==> src/design/fbc64_pkg.sv <==
// Types, constants and functions of the 64-bit Feistel block cipher.
package fbc64_pkg;

    localparam int HALF_W   = 32;
    localparam int BLOCK_W  = 64;
    localparam int CFG_IDX_W = 8;
    localparam int MAX_ROUNDS = 16;

    localparam logic [CFG_IDX_W-1:0] REG_KEY_HIGH = CFG_IDX_W'(0);
    localparam logic [CFG_IDX_W-1:0] REG_KEY_LOW  = CFG_IDX_W'(1);

    localparam logic [31:0] KEY_DELTA = 32'h9E37_79B9;
    localparam logic [7:0]  SBOX_XOR  = 8'h5A;

    typedef struct packed {
        logic [HALF_W-1:0] left;
        logic [HALF_W-1:0] right;
    } half_pair_t;

    function automatic logic [31:0] rotl32(input logic [31:0] v, input int n);
        logic [63:0] w;
        w = {v, v} << (n & 31);
        return w[63:32];
    endfunction

    // v*17 mod 256 is v + (v << 4)
    function automatic logic [7:0] sbox(input logic [7:0] v);
        logic [7:0] t;
        t = 8'(v + {v[3:0], 4'b0000}) ^ {3'b000, v[7:3]} ^ SBOX_XOR;
        return {t[5:0], t[7:6]} ^ {t[2:0], t[7:3]};
    endfunction

endpackage

==> src/design/fbc64_round.sv <==
// One Feistel round: (L, R) -> (R, L xor F(R, k)).
module fbc64_round (
    input  fbc64_pkg::half_pair_t  din,
    input  logic [31:0]            rkey,
    output fbc64_pkg::half_pair_t  dout
);
    import fbc64_pkg::*;

    logic [31:0] x;
    logic [31:0] y;
    logic [31:0] f;

    always_comb begin
        x = din.right ^ rkey;
        for (int i = 0; i < 4; i++) begin
            y[8*i +: 8] = sbox(x[8*i +: 8]);
        end
        f = rotl32(y, 11) ^ rotl32(y, 5);
        dout.left  = din.right;
        dout.right = din.left ^ f;
    end

endmodule

==> src/design/feistel_block_cipher_64_unit.sv <==
// Top level of the 64-bit Feistel block cipher, one round per pipeline stage.
//
// Usage:
//   Key: write key_high (index 0) and key_low (index 1) on the cfg channel
//   while the pipeline is empty; cfg_ready is always high and writes to
//   other indexes are dropped. Round keys are derived from the key
//   registers by logic, so a block may follow the last key write at once.
//   Input: one plaintext block per s_ transaction, byte 0 in the top bits.
//   Output: one ciphertext block per m_ transaction, in input order.
//   Path: from s_ acceptance to m_tvalid a block passes an input
//   register, one register per round and an output register.
//   Throughput: one block per cycle while m_tready is high, one round a stage.
//   Stall: each stage holds while its successor is full and stalled; an
//   empty stage still accepts, so s_tready drops only when every stage is
//   full and m_tready is low.
//   Reset: aresetn low clears all valid bits and both key registers.
module feistel_block_cipher_64_unit #(
    parameter int ROUNDS = 16
) (
    input  logic                                aclk,
    input  logic                                aresetn,
    // tdata: plain_block[63:0]
    input  logic                                s_tvalid,
    output logic                                s_tready,
    input  logic [63:0]                         s_tdata,
    // tdata: cipher_block[63:0]
    output logic                                m_tvalid,
    input  logic                                m_tready,
    output logic [63:0]                         m_tdata,
    input  logic                                cfg_valid,
    output logic                                cfg_ready,
    input  logic [fbc64_pkg::CFG_IDX_W-1:0]     cfg_index,
    input  logic [63:0]                         cfg_data
);
    import fbc64_pkg::*;

    localparam int NST = ROUNDS + 2;

    logic [63:0] key_high_reg;
    logic [63:0] key_low_reg;
    logic [31:0] rk [ROUNDS];

    logic        valid_reg [NST];
    half_pair_t  data_reg  [NST];
    logic        valid_next [NST];
    half_pair_t  data_next  [NST];
    logic        ready [NST+1];
    half_pair_t  rnd_out [ROUNDS];

    assign cfg_ready = 1'b1;

    always_ff @(posedge aclk) begin
        if (!aresetn) begin
            key_high_reg <= '0;
            key_low_reg  <= '0;
        end else if (cfg_valid && cfg_ready) begin
            if (cfg_index == REG_KEY_HIGH) begin
                key_high_reg <= cfg_data;
            end else if (cfg_index == REG_KEY_LOW) begin
                key_low_reg <= cfg_data;
            end
        end
    end

    // key schedule: one xor step per round, taking turns over the four key words
    always_comb begin
        logic [31:0] kw [4];
        logic [31:0] t;
        kw[0] = key_high_reg[63:32];
        kw[1] = key_high_reg[31:0];
        kw[2] = key_low_reg[63:32];
        kw[3] = key_low_reg[31:0];
        for (int r = 0; r < ROUNDS; r++) begin
            t = rotl32(kw[r & 3], r & 7) ^ 32'(r * KEY_DELTA);
            rk[r] = t;
            kw[r & 3] = kw[r & 3] ^ t;
        end
    end

    generate
        for (genvar g = 0; g < ROUNDS; g++) begin : g_round
            fbc64_round u_round (
                .din       (data_reg[g]),
                .rkey      (rk[g]),
                .dout      (rnd_out[g])
            );
        end
    endgenerate

    always_comb begin
        ready[NST] = m_tready;
        for (int i = NST - 1; i >= 0; i--) begin
            ready[i] = !valid_reg[i] || ready[i+1];
        end
        valid_next[0] = s_tvalid;
        data_next[0]  = half_pair_t'(s_tdata);
        for (int i = 1; i <= ROUNDS; i++) begin
            valid_next[i] = valid_reg[i-1];
            data_next[i]  = rnd_out[i-1];
        end
        valid_next[NST-1] = valid_reg[NST-2];
        data_next[NST-1]  = data_reg[NST-2];
    end

    always_ff @(posedge aclk) begin
        for (int i = 0; i < NST; i++) begin
            if (!aresetn) begin
                valid_reg[i] <= 1'b0;
            end else if (ready[i]) begin
                valid_reg[i] <= valid_next[i];
            end
            if (ready[i]) begin
                data_reg[i] <= data_next[i];
            end
        end
    end

    assign s_tready = ready[0];
    assign m_tvalid = valid_reg[NST-1];
    assign m_tdata  = {data_reg[NST-1].right, data_reg[NST-1].left};

endmodule

==> config.mk <==
export PLATFORM = sky130hd
export DESIGN_NAME = feistel_block_cipher_64_unit
export DESIGN_NICKNAME = d
export VERILOG_FILES = /design/src/design/fbc64_pkg.sv /design/src/design/fbc64_round.sv /design/src/design/feistel_block_cipher_64_unit.sv
export SDC_FILE = /design/constraint.sdc
export NUM_CORES = 2
export LEC_CHECK = 0
export BUFFER_PORTS_ARGS = -buffer_cell sky130_fd_sc_hd__buf_2
export CORE_MARGIN = 2
export CORE_UTILIZATION = 40
export DETAILED_ROUTE_END_ITERATION = 7
export PLACE_DENSITY_LB_ADDON = 0.08
export RECOVER_POWER = 50
export SLEW_MARGIN = 20
export SYNTH_ARGS = -nofsm -noshare
export SYNTH_HDL_FRONTEND = slang
export SYNTH_SLANG_ARGS = --single-unit
==> constraint.sdc <==
create_clock -name aclk -period 9.99 [get_ports aclk]
set_input_delay 0.999 -clock aclk [delete_from_list [all_inputs] [get_ports aclk]]
set_output_delay 0.999 -clock aclk [all_outputs]
set_load 0.01 [all_outputs]
==> impl_metrics.py <==
metrics = {
    "clocking": {
        "cts.clk_slew.worst_paths_ns": 0.06,
        "cts_setup_buffers": 0,
        "clk_latency_ns": 0.82,
        "hold_buffers": 0,
        "clock_sink_count": 1298,
        "numCtsBuffers": 153,
        "clock_path_buffers": 3,
        "htreeDepth": 4,
        "postCtsResizedCells": 0,
        "cts_root_buffer": "clkbuf_16",
        "cts_tree": "yes",
    },
    "outcome": {
        "failed_checks": "max-capacitance violations, max-slew violations",
        "outcome": "complete, but fails checks",
    },
    "logic_synthesis": {
        "yosysSeqAreaShare_pct": 51.6,
        "ys_warn_count": 0,
        "postSynthAreaPerCell_um2": 13.9,
        "syn_inst": 5245,
        "synth_fp_nets": 5642,
        "synthDistinctLibCells": 32,
        "syn-cell-area_um2": 73100,
        "yosys_register_bits": 1298,
    },
    "detailed_routing": {
        "viasPerCell": 4.98,
        "wirelength_um": 277000,
        "antenna_left": 0,
        "drt_iter0_drc": 3793,
        "vias": 40611,
        "first_pass_iters": 7,
        "wire_per_inst_um": 34.0,
        "drc": 0,
    },
    "sta": {
        "finClkSkew_ns": 0.0483,
        "setup-tns-final_ns": 0,
        "hold_viol_final": 0,
        "finalCriticalPeriod_ns": 6.83,
        "tightest_slew_ns": 3.98,
        "grt_setup_unrepaired": "false",
        "max_freq_mhz": 146,
        "setup_viol": 0,
        "slew_headroom_pct": -166,
        "period_share_pct": 68.3,
        "slew_violations": 521,
    },
    "floorplan": {
        "die_w_um": 431,
        "die_area_um2": 186000,
        "start_util_pct": 40.3,
        "ioPinCount": 208,
        "core_area_um2": 181000,
        "fp-row-count": 156,
        "die-height_um": 431,
    },
    "setup_path": {
        "worstPathArrival_ns": 5.83,
        "critPathRequiredTime_ns": 8.99,
        "cp_slowest_cell": "clkbuf_1",
        "cp-end-kind": "primary output",
        "worst-path-max-fanout": 66,
        "cp_cell_sequence": "and4b_1, nand3_4, clkbuf_1, nor2_1, inv_2, nor2_1, nand2_4, buf_2",
        "crit_type": "flip-flop to primary output",
        "start_kind": "flip-flop",
        "path_common_cell": "nor2_1",
        "slowest_delay_ns": 2.63,
    },
    "global_route": {
        "gr-total-overflow": 0,
        "grt_pass1_vias": 41807,
        "grt_max_degree": 69,
        "grt_pass1_wl_um": 368000,
        "grt_antenna_before_repair": 4,
        "grt_usage_pct": 29.9,
    },
    "cells_and_area": {
        "seq_area_um2": 37700,
        "layout_common_cells": "xnor2_1, edfxtp_1, xor2_1",
        "syn_to_final_growth_pct": 13.4,
        "multiInputGateArea_um2": 34500,
        "largest_register_ffs": 1152,
        "nets": 6052,
        "layout_commonest_cell": "xnor2_1",
        "fillers": 16424,
        "layout-drive-gt1-share_pct": 9.96,
    },
    "flow_run": {
        "max_cap_viol_count": 8,
    },
    "placement": {
        "dp_hpwl_um": 228000,
        "place_congestion": 0.958,
        "port_buffers": 206,
    },
    "worst_hold_path": {
        "hold_path_class": "input pin to flip-flop",
    },
}
cells in the mapped netlist (all sizes together):
master / number / share of area [%]
nor2: 7 / 0.036
clkbuf: 56 / 0.29
a21o: 64 / 0.66
a21oi: 65 / 0.45
fa: 64 / 1.8
nor4: 1 / 0.0086
and4b: 2 / 0.027
nor2b: 3 / 0.026
nand2: 273 / 1.4
xnor3: 127 / 3.9
a21boi: 128 / 1.3
buf: 18 / 0.13
nand2b: 1 / 0.0086
nand4: 5 / 0.043
ha: 192 / 3.3
and3: 19 / 0.16
inv: 240 / 1.2
nand3: 10 / 0.069
dfxtp: 129 / 3.5
or2: 1 / 0.0086
xor3: 48 / 1.6
edfxtp: 1169 / 48
xnor2: 1902 / 23
and2: 2 / 0.017
xor2: 718 / 8.7
conb: 1 / 0.0051
cell type report:
type / instances / area share, %
clock buffers: 202 / 4.98
flip-flops and latches: 1298 / 45.5
clock inverters: 81 / 1.01
well taps: 2370 / 3.58
repair buffers: 329 / 2.23
diodes: 2 / 0.00604
multi-input cells: 3633 / 41.6
inverters: 240 / 1.09
worst max-delay path: cells and delay by family, from the launching register on:
| family | cells | cell delay, ns |
|---|---|---|
| and+or+nand+nor | 5 | 1.38 |
| DFF | 1 | 0.39 |
| buffers and inverters | 3 | 3.22 |
per-layer routing:
layer / track usage, % / vias to the layer above / share of wire (%)
met5: 0 / - / 0
met1: 35.3 / 20535 / 39
met4: 16.0 / 0 / 6.2
met3: 3.80 / 408 / 4.5
met2: 52.7 / 1292 / 51
li1: - / 18376 / -
worst paths after layout:
| check | start | end | slack, ns | depth (start not counted) |
|---|---|---|---|---|
| setup / recovery | valid_reg[15]$_DFFE_PP_ | s_tready | 3.16 | 8 |
| hold / removal | s_tdata[19] | data_reg[0][19]$_DFFE_PP_ | 0.37 | 1 |
| setup reg to reg | valid_reg[15]$_DFFE_PP_ | data_reg[9][53]$_DFFE_PP_ | 3.97 | 8 |
| hold reg to reg | data_reg[16][45]$_DFFE_PP_ | data_reg[17][45]$_DFFE_PP_ | 0.42 | 0 |
logic make-up (layout without fill, tap and decap cells):
kind of cell             count (synthesis)  in the layout  share of synthesized area (%)
AO/OA/AOI/OAI                          257            257                           2.42
XOR/XNOR                              2795           2795                           37.5
adder cells (fa/ha/maj)                256            256                           5.04
buffers and inverters                  314            852                           1.65
flip-flops                            1298           1298                           51.6
other                                    1              3                        0.00513
AND/OR/NAND/NOR                        324            324                           1.81
through the flow:
step           hold slack (ns)  cell area (µm²)  worst slack, ns  utilization [%]  instances
2_1_floorplan            0.400            73100             2.07                -       5245
3_3_place_gp             0.405            77900             4.89             43.0       7870
3_5_place_dp             0.405            78000             4.89             43.0       7870
4_1_cts                  0.284            82900             5.13             45.8       8153
5_1_grt                  0.324            82800             2.79             45.7       8154
6_report                 0.367            82800             3.16             45.7       8155
Power is left out: the tool's default activity adds up to more than one toggle a clock period on the data nets, which glitch-free logic cannot reach.
